[src/rtl/ascii_decimal_to_fixed_top_assert.svh]
// Assertion macros shared by the parser modules. Each one samples on clk
// and is switched off while rst_n is low.
`ifndef ASCII_DECIMAL_TO_FIXED_TOP_ASSERT_SVH
`define ASCII_DECIMAL_TO_FIXED_TOP_ASSERT_SVH

`ifndef SYNTHESIS
`define ADF_ASSERT_IMP(label, ante, cons) \
    label: assert property (@(posedge clk) disable iff (!rst_n) (ante) |-> (cons)) \
        else $error("adf assertion failed");
`define ADF_ASSERT_NXT(label, ante, cons) \
    label: assert property (@(posedge clk) disable iff (!rst_n) (ante) |=> (cons)) \
        else $error("adf assertion failed");
`else
`define ADF_ASSERT_IMP(label, ante, cons)
`define ADF_ASSERT_NXT(label, ante, cons)
`endif

`endif

[src/rtl/adf_pkg.sv]
package adf_pkg;

    localparam int MANT_DIGITS = 19;
    localparam int EXP_LIMIT   = 40;
    localparam int FRAC_BITS   = 32;

    localparam int VALUE_W   = 64;
    localparam int COUNT_W   = 8;
    localparam int SHIFT_W   = 8;
    localparam int EXP_W     = 10;
    localparam int CNT_W     = $clog2(EXP_LIMIT + 1);
    localparam int CHUNK_W   = 32;
    localparam int NUM_CHUNKS = 4;
    localparam int WORD_W    = CHUNK_W * NUM_CHUNKS;
    localparam int IDX_W     = $clog2(NUM_CHUNKS);

    localparam int QUEUE_DEPTH = 2;
    localparam int QPTR_W      = $clog2(QUEUE_DEPTH);
    localparam int QCNT_W      = $clog2(QUEUE_DEPTH + 1);

    // Reciprocal of ten for a chunk of CHUNK_W bits with a remainder nibble on top.
    localparam int              RECIP_W     = 36;
    localparam int              RECIP_SHIFT = 39;
    localparam logic [RECIP_W-1:0] RECIP10  = 36'hCCCCCCCCD;

    localparam logic [VALUE_W-1:0] Q_MAX = {1'b0, {(VALUE_W-1){1'b1}}};
    localparam logic [VALUE_W-1:0] Q_MIN = {1'b1, {(VALUE_W-1){1'b0}}};

    localparam logic [7:0] CH_SPACE = 8'h20;
    localparam logic [7:0] CH_TAB   = 8'h09;
    localparam logic [7:0] CH_PLUS  = 8'h2B;
    localparam logic [7:0] CH_MINUS = 8'h2D;
    localparam logic [7:0] CH_DOT   = 8'h2E;
    localparam logic [7:0] CH_ZERO  = 8'h30;
    localparam logic [7:0] CH_NINE  = 8'h39;
    localparam logic [7:0] CH_E_LO  = 8'h65;
    localparam logic [7:0] CH_E_UP  = 8'h45;

    function automatic logic [VALUE_W-1:0] pow10(input int n);
        logic [VALUE_W-1:0] p;
        p = 1;
        for (int i = 0; i < n; i++)
        begin
            p = p * 10;
        end
        return p;
    endfunction

    localparam logic [VALUE_W-1:0] DIGIT_CAP = pow10(MANT_DIGITS - 1);

    typedef enum logic [2:0] {
        PH_BLANK,
        PH_INT,
        PH_FRAC,
        PH_ESIGN,
        PH_EDIG,
        PH_IDLE
    } phase_t;

    typedef enum logic [1:0] {
        BK_IDLE,
        BK_MUL,
        BK_DIV,
        BK_FIN
    } bk_state_t;

    typedef struct packed {
        logic [VALUE_W-1:0]      mantissa;
        logic signed [EXP_W-1:0] exponent;
        logic                    negative;
        logic [COUNT_W-1:0]      count;
    } job_t;

endpackage

[src/rtl/adf_queue.sv]
`include "ascii_decimal_to_fixed_top_assert.svh"

module adf_queue
(
    input  logic          clk,
    input  logic          rst_n,
    input  logic          push,
    input  adf_pkg::job_t push_data,
    output logic          full,
    input  logic          pop,
    output adf_pkg::job_t pop_data,
    output logic          empty
);
    import adf_pkg::*;

    job_t              mem [QUEUE_DEPTH];
    logic [QPTR_W-1:0] wr_ptr_reg, wr_ptr_next;
    logic [QPTR_W-1:0] rd_ptr_reg, rd_ptr_next;
    logic [QCNT_W-1:0] fill_reg, fill_next;

    assign full     = (fill_reg == QCNT_W'(QUEUE_DEPTH));
    assign empty    = (fill_reg == '0);
    assign pop_data = mem[rd_ptr_reg];

    always_comb
    begin
        wr_ptr_next = wr_ptr_reg;
        rd_ptr_next = rd_ptr_reg;
        fill_next   = fill_reg;
        if (push)
        begin
            wr_ptr_next = (wr_ptr_reg == QPTR_W'(QUEUE_DEPTH - 1)) ? '0 : wr_ptr_reg + 1'b1;
        end
        if (pop)
        begin
            rd_ptr_next = (rd_ptr_reg == QPTR_W'(QUEUE_DEPTH - 1)) ? '0 : rd_ptr_reg + 1'b1;
        end
        if (push && !pop)
        begin
            fill_next = fill_reg + 1'b1;
        end
        else if (pop && !push)
        begin
            fill_next = fill_reg - 1'b1;
        end
    end

    always_ff @(posedge clk)
    begin
        if (push)
        begin
            mem[wr_ptr_reg] <= push_data;
        end
    end

    always_ff @(posedge clk or negedge rst_n)
    begin
        if (!rst_n)
        begin
            wr_ptr_reg <= '0;
            rd_ptr_reg <= '0;
            fill_reg   <= '0;
        end
        else
        begin
            wr_ptr_reg <= wr_ptr_next;
            rd_ptr_reg <= rd_ptr_next;
            fill_reg   <= fill_next;
        end
    end

    `ADF_ASSERT_IMP(a_no_overrun, push && !pop, !full)

endmodule

[config.mk]
export PLATFORM = sky130hd
export DESIGN_NAME = adf_queue
export DESIGN_NICKNAME = d
export VERILOG_FILES = /design/src/rtl/adf_pkg.sv /design/src/rtl/adf_queue.sv
export VERILOG_INCLUDE_DIRS = /design/src /design/src/rtl
export SDC_FILE = /design/constraint.sdc
export NUM_CORES = 1
export LEC_CHECK = 0
export ABC_AREA = 0
export BUFFER_PORTS_ARGS = -buffer_cell sky130_fd_sc_hd__buf_2
export CAP_MARGIN = 20
export CORE_UTILIZATION = 40
export CTS_CLUSTER_DIAMETER = 150
export DETAILED_ROUTE_END_ITERATION = 8
export SYNTH_ARGS = -nofsm -noshare
export SYNTH_HDL_FRONTEND = slang
export SYNTH_SLANG_ARGS = --single-unit
[constraint.sdc]
create_clock -name clk -period 6.3 [get_ports clk]
set_input_delay 1.26 -clock clk [delete_from_list [all_inputs] [get_ports clk]]
set_output_delay 1.26 -clock clk [all_outputs]
set_load 0.02 [all_outputs]
# Word level (Yosys, flattened, before mapping)
# Memory sizes are Yosys's and may differ from the RTL's.
# Index checks and enable logic that the tools add are counted.
# totals
reg_bits,4
ram_bits,166
output_inout_bits,85
wordCells,21
memories,1
# op_classes
n_addsub,4
n_eq_ne,1
n_mux,6
n_reduce_logical,6
# mem_list
memory,depth,width,read_ports,rd_ports_with_merged_regs,wr,line_no,text
mem,2,83,1,0,1,adf_queue.sv:16,job_t mem [QUEUE_DEPTH];
# ops
op,count
2-to-1 mux 1 bit,4
2-to-1 mux 2 bit,2
"adder 1 bit, second input constant",2
"adder 2 x 1 -> 2 bit, second input constant",1
"equality test 2 bit, second input constant",1
logical AND 1 bit,2
logical NOT 1 bit,2
logical NOT 2 bit,1
nonzero test 2 bit,1
"subtractor 2 x 1 -> 2 bit, second input constant",1

# Logic depth before layout (Yosys ltp)
# Gate-level depths: netlist of run 1.
# logic_depth
ltp_word,4
mapped_depth,5
ltp_nobuf,5

# Least setup slack after synthesis of run 1
# OpenSTA, ideal clock, no wires.
# synth_path
path_type,input to register
startpoint,input port push
endpoint,memory mem[0][0] (netlist name) (enable)
t_arrival_ns,4.886
required_ns,5.765
slack_ns,0.879
path_stages,1
path_buffers,0
path_cell_list,nor2b_1
# synth_via
elab_chain_len,2
# synth_lines
item,line_no,text
start: declaration,adf_queue.sv:7,"input logic push,"
2-to-1 mux 1 bit,adf_queue.sv:50,if (push)
2-to-1 mux 1 bit (not written as such),adf_queue.sv:52,mem[wr_ptr_reg] <= push_data;
end: declaration,adf_queue.sv:16,
# No other way between the ends.

==> run metrics, run 1 <==
GRT overflow=0; antenna violations before repair=1; final net count=approximately 550; startpoint of the most critical hold path=fill_reg[1]; vias in the first global route=around 3200; sequential fraction of the synthesis area=0.792; area fraction in compound gates after synthesis=0; top cell type's share of synthesized area=0.776; cells taking the most area after synthesis=sky130_fd_sc_hd__edfxtp_1 (78%), sky130_fd_sc_hd__mux2_4 (14%), sky130_fd_sc_hd__mux2_2 (4.0%), sky130_fd_sc_hd__dfrtp_1 (1.6%), sky130_fd_sc_hd__buf_6 (1.2%); count of mapped cells out of synthesis=274; Slew HR=0.343; initial standard-cell utilization of the core=0.416; register-to-register setup slack=around 4.3 ns; combinational family with the most area after synthesis=multiplexers; # DRC=0; most frequent standard cell in the layout excluding fill and tap cells=sky130_fd_sc_hd__buf_2; post-DR vias/cell=approximately 4.5; cts bufs inserted=17; via count=~3100; final weighted congestion in routability-driven placement=slightly below 0.7; synthesis-stage register bit count=170; clock tree skew after final layout=roughly 0.008 ns; Post-CTS Setup Repair Bufs=0; signed area change from the synthesized netlist to the final layout=27.7%; post-detail-place hpwl=roughly 7.1 mm; shortest period the worst path allows=~3.9 ns; total of endpoints with negative setup slack in the final report=0; wirelength, routed=11.0 mm; Register Area=0.00509 mm²; Die Footprint=0.0166 mm²; minimum setup slack after placement=approximately 2.8 ns; Hold WC Path Type=reg -> reg; category of the worst setup path capture point=output pin; Die Span X=~130 µm; TritonCTS clock tree=yes; multiplexer area fraction after synthesis=0.181; clock latency reported for the late side of the worst-skew pair=between 0.4 and 0.5 ns; crit path DAT=~2.6 ns; Syn Area/Cell=23.4 µm²; maximum level of the CTS H-tree=4; area of combinational cells with multiple inputs=around 0.0013 mm²; setup repair after global routing missed its margin=false; commonest cells after routing, fill and taps aside=sky130_fd_sc_hd__buf_2 (171), sky130_fd_sc_hd__edfxtp_1 (166), sky130_fd_sc_hd__mux2_4 (60); fmax=between 0.2 and 0.3 GHz; wire length per cell=~16 µm; setup total negative slack=0 ns; status=finished clean; Total GRT Usage=0.138; post-synthesis share of cell area spent on and, or, nand and nor gates=0.00409; portion of the clock cycle consumed by the worst path in the final layout=0.617; launching point of the worst reg2reg path=wr_ptr_reg; Netlist cell types=13; worst setup slack after layout=between 2 and 2.5 ns; post-synthesis share of cell area spent on full adders, half adders and majority gates=0.00195; Maximum Capacitance Violations=0; maximum number of pins on one net before global-route repair=between 50 and 60; R2R cell count=2; Antenna Violating Nets Remaining=0; post-cts hold buffer count=0; Synth Warn #=0; 1st-pass router iterations=4; cell leakage power=~3.3 nW; Setup Crit Path Kind=reg -> out; library cell occupying the most area in the post-synthesis netlist=sky130_fd_sc_hd__edfxtp_1; Row Count=between 40 and 50; buffer depth of the longest clock path=2; number of port buffers=~170; kind of start point of the critical path=flip-flop; max-slew violations=0; Final Instance Area=~0.0082 mm²; number of filler cells placed in the layout=between 1000 and 1500; startpoint of the most critical setup path=rd_ptr_reg; actual transition at the worst max-transition pin=between 0.9 and 1 ns; starting DRC count in detailed routing=160; placed standard-cell area=between 0.007 and 0.008 mm²; diode insertion count for antenna repair=0; Final Hold Viols=0; CTS sink count=170; Post-Syn Area=0.00642 mm²; fraction of final layout cells with drive strength greater than 1=0.616; num ports=around 170; first-pass GRT wire length=around 17 mm; Crit Path Max Fanout=58; Net Count, Synth=roughly 360; Power per Cell Area=493 mW/mm²; xor/xnor cell area share of the yosys netlist=0.00682; die height=about 130 µm; total of cells resized after clock tree synthesis=0; cell depth of the worst min-delay path=1; core area=approximately 0.015 mm²; Crit path required time=between 5 and 6 ns; Root Buffer Master=sky130_fd_sc_hd__clkbuf_16; clock input transition at the sequential cells of the worst setup and hold paths=approximately 0.06 ns; flip-flop count of the largest register after layout=approximately 170; worst vdd rail ir drop=0.000291 V
[cells in the mapped netlist (all sizes together)]
cell      n
nor2b     2
xnor2     1
dfrtp     4
inv       1
xor2      4
ha        1
buf       9
and2      1
edfxtp  166
nor2      2
mux2     83
[cell type report]
type	count	area share
clock buffer	17	0.0519
clock inverter	14	0.0336
inverter	1	0.000458
multi-input combinational	94	0.153
sequential	170	0.621
tap	211	0.0322
timing repair buffer	175	0.108
[power by group]
group / total, mW / internal (mW) / switching [mW]
combinational: 1.17 / 0.544 / 0.630
clock: 1.22 / 0.818 / 0.402
sequential: 1.65 / 1.50 / 0.147
total: 4.04 / 2.86 / 1.18
[worst max-delay path: stages, from the launching register on]
cell and delay, ns:
sky130_fd_sc_hd__dfrtp_4 1.06, sky130_fd_sc_hd__buf_4 0.57, sky130_fd_sc_hd__mux2_2 0.40, sky130_fd_sc_hd__buf_2 0.16
[through the flow]
stage	total power, mW	utilization	hold WS, ns	std cells
finish	4.04	0.531	0.505	682
global route	4.22	0.531	0.526	682
CTS	4.10	0.531	0.509	682
detailed placement	2.87	0.486	0.493	651
global placement	2.86	0.486	0.473	651
floorplan	2.55	-	0.455	274
[layer usage]
layer / wire [µm] / share of wire / track usage / vias to the layer above
li1: - / - / - / 1452
met2: 5060 / 0.46 / 0.211 / 122
met3: 1040 / 0.094 / 0.0632 / 13
met4: 163 / 0.015 / 0.0581 / 2
met1: 4720 / 0.43 / 0.171 / 1512
met5: 17 / 0.0015 / 0 / -
[final timing paths]
kind / endpoint
worst max-delay path: pop_data[62]
worst min-delay path: fill_reg[1]
worst max register to register: mem[1][57]
worst min register to register: fill_reg[1]
max in group asynchronous: rd_ptr_reg
min in group asynchronous: fill_reg[0]
[kinds of logic after synthesis]
group                    after synthesis
adder cells (fa/ha/maj)                1
flip-flops                           170
XOR/XNOR                               5
buffers and inverters                 10
multiplexers                          83
AND/OR/NAND/NOR                        5
Note: power is estimated with default switching activity, not from simulation.
==> run 2, diff against run 1 <==
Settings changed: ABC_AREA 0 to 1.
Clock period 6.3 ns to 3.9 ns, I/O delays scaled along.
==> run metrics, run 2 <==
clock network fraction of design power=0.254 (-0.048); fraction of final layout cells with drive strength greater than 1=0.604 (-0.0116); Flop pwr share=0.420 (+0.012); fmax=0.337 GHz; Maximum Capacitance Violations=0 (unchanged); kind of start point of the critical path=flip-flop; Die Footprint=0.0166 mm² (+0.31%); Final Hold Viols=0 (unchanged); num ports=172 (unchanged); shortest period the worst path allows=slightly below 3 ns; Die Span X=129 µm (+0.16%); initial standard-cell utilization of the core=0.407 (-0.00926); Post-synth ARST share=0.0235 (unchanged); Antenna Violating Nets Remaining=0 (unchanged); buffer depth of the longest clock path=2 (unchanged); Syn Area/Cell=22.8 µm² (-2.9%); Post-Syn Area=0.00644 mm² (+0.31%); Crit Path Max Fanout=35 (-40%); max-slew violations=0 (unchanged); uppermost routed layer=met4; status=finished clean; met3 routed wirelength=796 µm (-23%); first-pass GRT wire length=16.8 mm (+1.1%); count of mapped cells out of synthesis=283 (+3.3%); chain of cells forming the critical path=buf_4 -> mux2_2 -> buf_2; antenna violations before repair=1 (unchanged); Crit path required time=3.12 ns (-1.92 ns); post-detail-place hpwl=7.47 mm (+5.0%); Synth Warn #=0 (unchanged); Commonest cells post-synth=sky130_fd_sc_hd__edfxtp_1 (166), sky130_fd_sc_hd__mux2_4 (60), sky130_fd_sc_hd__mux2_2 (23), sky130_fd_sc_hd__buf_6 (7), sky130_fd_sc_hd__inv_1 (7); GRT overflow=0 (unchanged); vias in the first global route=3261 (+1.9%); Post-CTS Setup Repair Bufs=0 (unchanged); post-cts hold buffer count=0 (unchanged); combinational fraction of design power=0.325 (+0.035); post-DR vias/cell=4.53 (-0.28%); number of port buffers=171 (unchanged); wire length per cell=16.1 µm (-0.43%); 1st-pass router iterations=6 (+2); most frequent standard cell in the layout excluding fill and tap cells=sky130_fd_sc_hd__buf_2; sequential fraction of the synthesis area=0.790 (-0.00246); actual transition at the worst max-transition pin=0.703 ns (-0.282 ns); peak per-stage delay on the critical path=0.81 ns (-0.25 ns); total of cells resized after clock tree synthesis=0 (unchanged); net switching power=1.91 mW (+62%); setup repair after global routing missed its margin=false; met2 routed wirelength=5.61 mm (+11%); commonest cells after routing, fill and taps aside=sky130_fd_sc_hd__buf_2 (171), sky130_fd_sc_hd__edfxtp_1 (166), sky130_fd_sc_hd__mux2_4 (60); CTS sink count=170 (unchanged); via count=3183 (+2.6%); Power per Cell Area=759 mW/mm² (+54%); crit path DAT=2.19 ns (-0.44 ns); category of the worst setup path capture point=output pin; cell leakage power=3.27 nW (-0.13%); final net count=560 (+2.4%); setup total negative slack=0 ns (unchanged); synthesis-stage register bit count=170 (unchanged); core area=0.0158 mm² (+2.6%); Post-synth EDFFs=166 (unchanged); signed area change from the synthesized netlist to the final layout=26.8%; worst vdd rail ir drop=0.000481 V (+66%); wl on met1=4.76 mm (+0.83%); clock input transition at the sequential cells of the worst setup and hold paths=0.06 ns (about the same); Total GRT Usage=0.140 (+0.00201); Post-synth top flop=sky130_fd_sc_hd__edfxtp_1; slowest cell on the critical path=sky130_fd_sc_hd__dfrtp_4; overall power of the completed layout=6.20 mW (+53%); wirelength, routed=11.3 mm (+2.5%); die height=129 µm (+0.16%); TritonCTS clock tree=yes; Net Count, Synth=371 (+2.5%); Hold WC Path Type=in -> async; flip-flop count of the largest register after layout=166 (unchanged); maximum number of pins on one net before global-route repair=60 (+1.7%); Setup Crit Path Kind=reg -> out; clock latency reported for the late side of the worst-skew pair=0.41 ns (about the same); # DRC=0 (unchanged); top cell type's share of synthesized area=0.774 (-0.00241); library cell occupying the most area in the post-synthesis netlist=sky130_fd_sc_hd__edfxtp_1; cts bufs inserted=17 (unchanged); clock tree skew after final layout=0.00393 ns (-0.00407 ns); total of endpoints with negative setup slack in the final report=0 (unchanged); portion of the clock cycle consumed by the worst path in the final layout=0.761; most repeated cell in the gate-level netlist after synthesis=sky130_fd_sc_hd__edfxtp_1; Root Buffer Master=sky130_fd_sc_hd__clkbuf_16; final weighted congestion in routability-driven placement=0.686 (+0.85%); maximum level of the CTS H-tree=4 (unchanged); Slew HR=0.530 (+0.187); starting DRC count in detailed routing=203 (+27%); cells taking the most area after synthesis=sky130_fd_sc_hd__edfxtp_1 (77%), sky130_fd_sc_hd__mux2_4 (14%), sky130_fd_sc_hd__mux2_2 (4.0%), sky130_fd_sc_hd__dfrtp_1 (1.6%), sky130_fd_sc_hd__buf_6 (1.2%); R2R cell count=2 (unchanged); Netlist cell types=14 (+1); Int Pwr=4.28 mW (+50%); switching part of the total=0.309 (+0.0169); Row Count=46 (+2.2%)
==> run 2: final timing paths <==
path | slack (ns) | from | to
max | 0.93 | rd_ptr_reg | pop_data[56]
min | 0.16 | rst_n | fill_reg[0]
max in group asynchronous | 3.61 | rst_n | rd_ptr_reg
min reg2reg | 0.51 | fill_reg[1] | fill_reg[1]
max reg2reg | 2.23 | wr_ptr_reg | mem[0][66]
min in group clk | 0.51 | fill_reg[1] | fill_reg[1]
==> run 2: logic make-up (layout without fill, tap and decap cells) <==
logic type    Yosys count  in the layout  synth area share
fa+ha+maj               1              1           0.00194
xor+xnor                3              3           0.00408
mux                    83             83             0.180
buf+inv                16            218            0.0179
other cells             0              1                 0
flops                 170            170             0.790
simple gates           10             10           0.00641
==> run 2: layout make-up <==
class | instances | area, µm²
Tap cell | 216 | 270
Timing Repair Buffer | 179 | 966
Clock buffer | 25 | 495
Fill cell | 1283 | 7660
Inverter | 7 | 27.5
Multi-Input combinational cell | 97 | 1250
Antenna cell | 1 | 2.50
Clock inverter | 7 | 66.3
Sequential cell | 170 | 5090
==> run 2: critical path: cells and delay by family (launching register included) <==
family	cells	cell delay (ns)
mux	1	0.37
buf+inv	2	0.57
flops	1	0.81
==> run 2: stage by stage <==
step	hold WS [ns]	setup slack [ns]	cell area (µm²)	util	cells
floorplan	0.463	0.517	6440	-	283
global placement	0.481	1.35	7600	0.480	669
detailed placement	0.499	1.33	7600	0.480	669
CTS	0.134	0.865	8160	0.516	701
global route	0.133	0.825	8160	0.516	701
finish	0.158	0.931	8160	0.516	702
==> run 2: layer usage <==
layer / track usage / up-vias
met5: 0 / -
met2: 0.242 / 116
li1: - / 1490
met3: 0.0599 / 9
met1: 0.155 / 1568
met4: 0.0519 / 0
==> run 2: power by group through the flow <==
| stage | Sequential (mW) | Combinational, mW | Clock (mW) |
|---|---|---|---|
| 6_report | 2.60 | 2.02 | 1.58 |
| 5_1_grt | 2.64 | 2.15 | 1.70 |
| 4_1_cts | 2.61 | 2.05 | 1.61 |
| 3_5_place_dp | 2.65 | 2.05 | 0 |
| 3_3_place_gp | 2.63 | 2.03 | 0 |
| 2_1_floorplan | 2.55 | 1.56 | 0 |
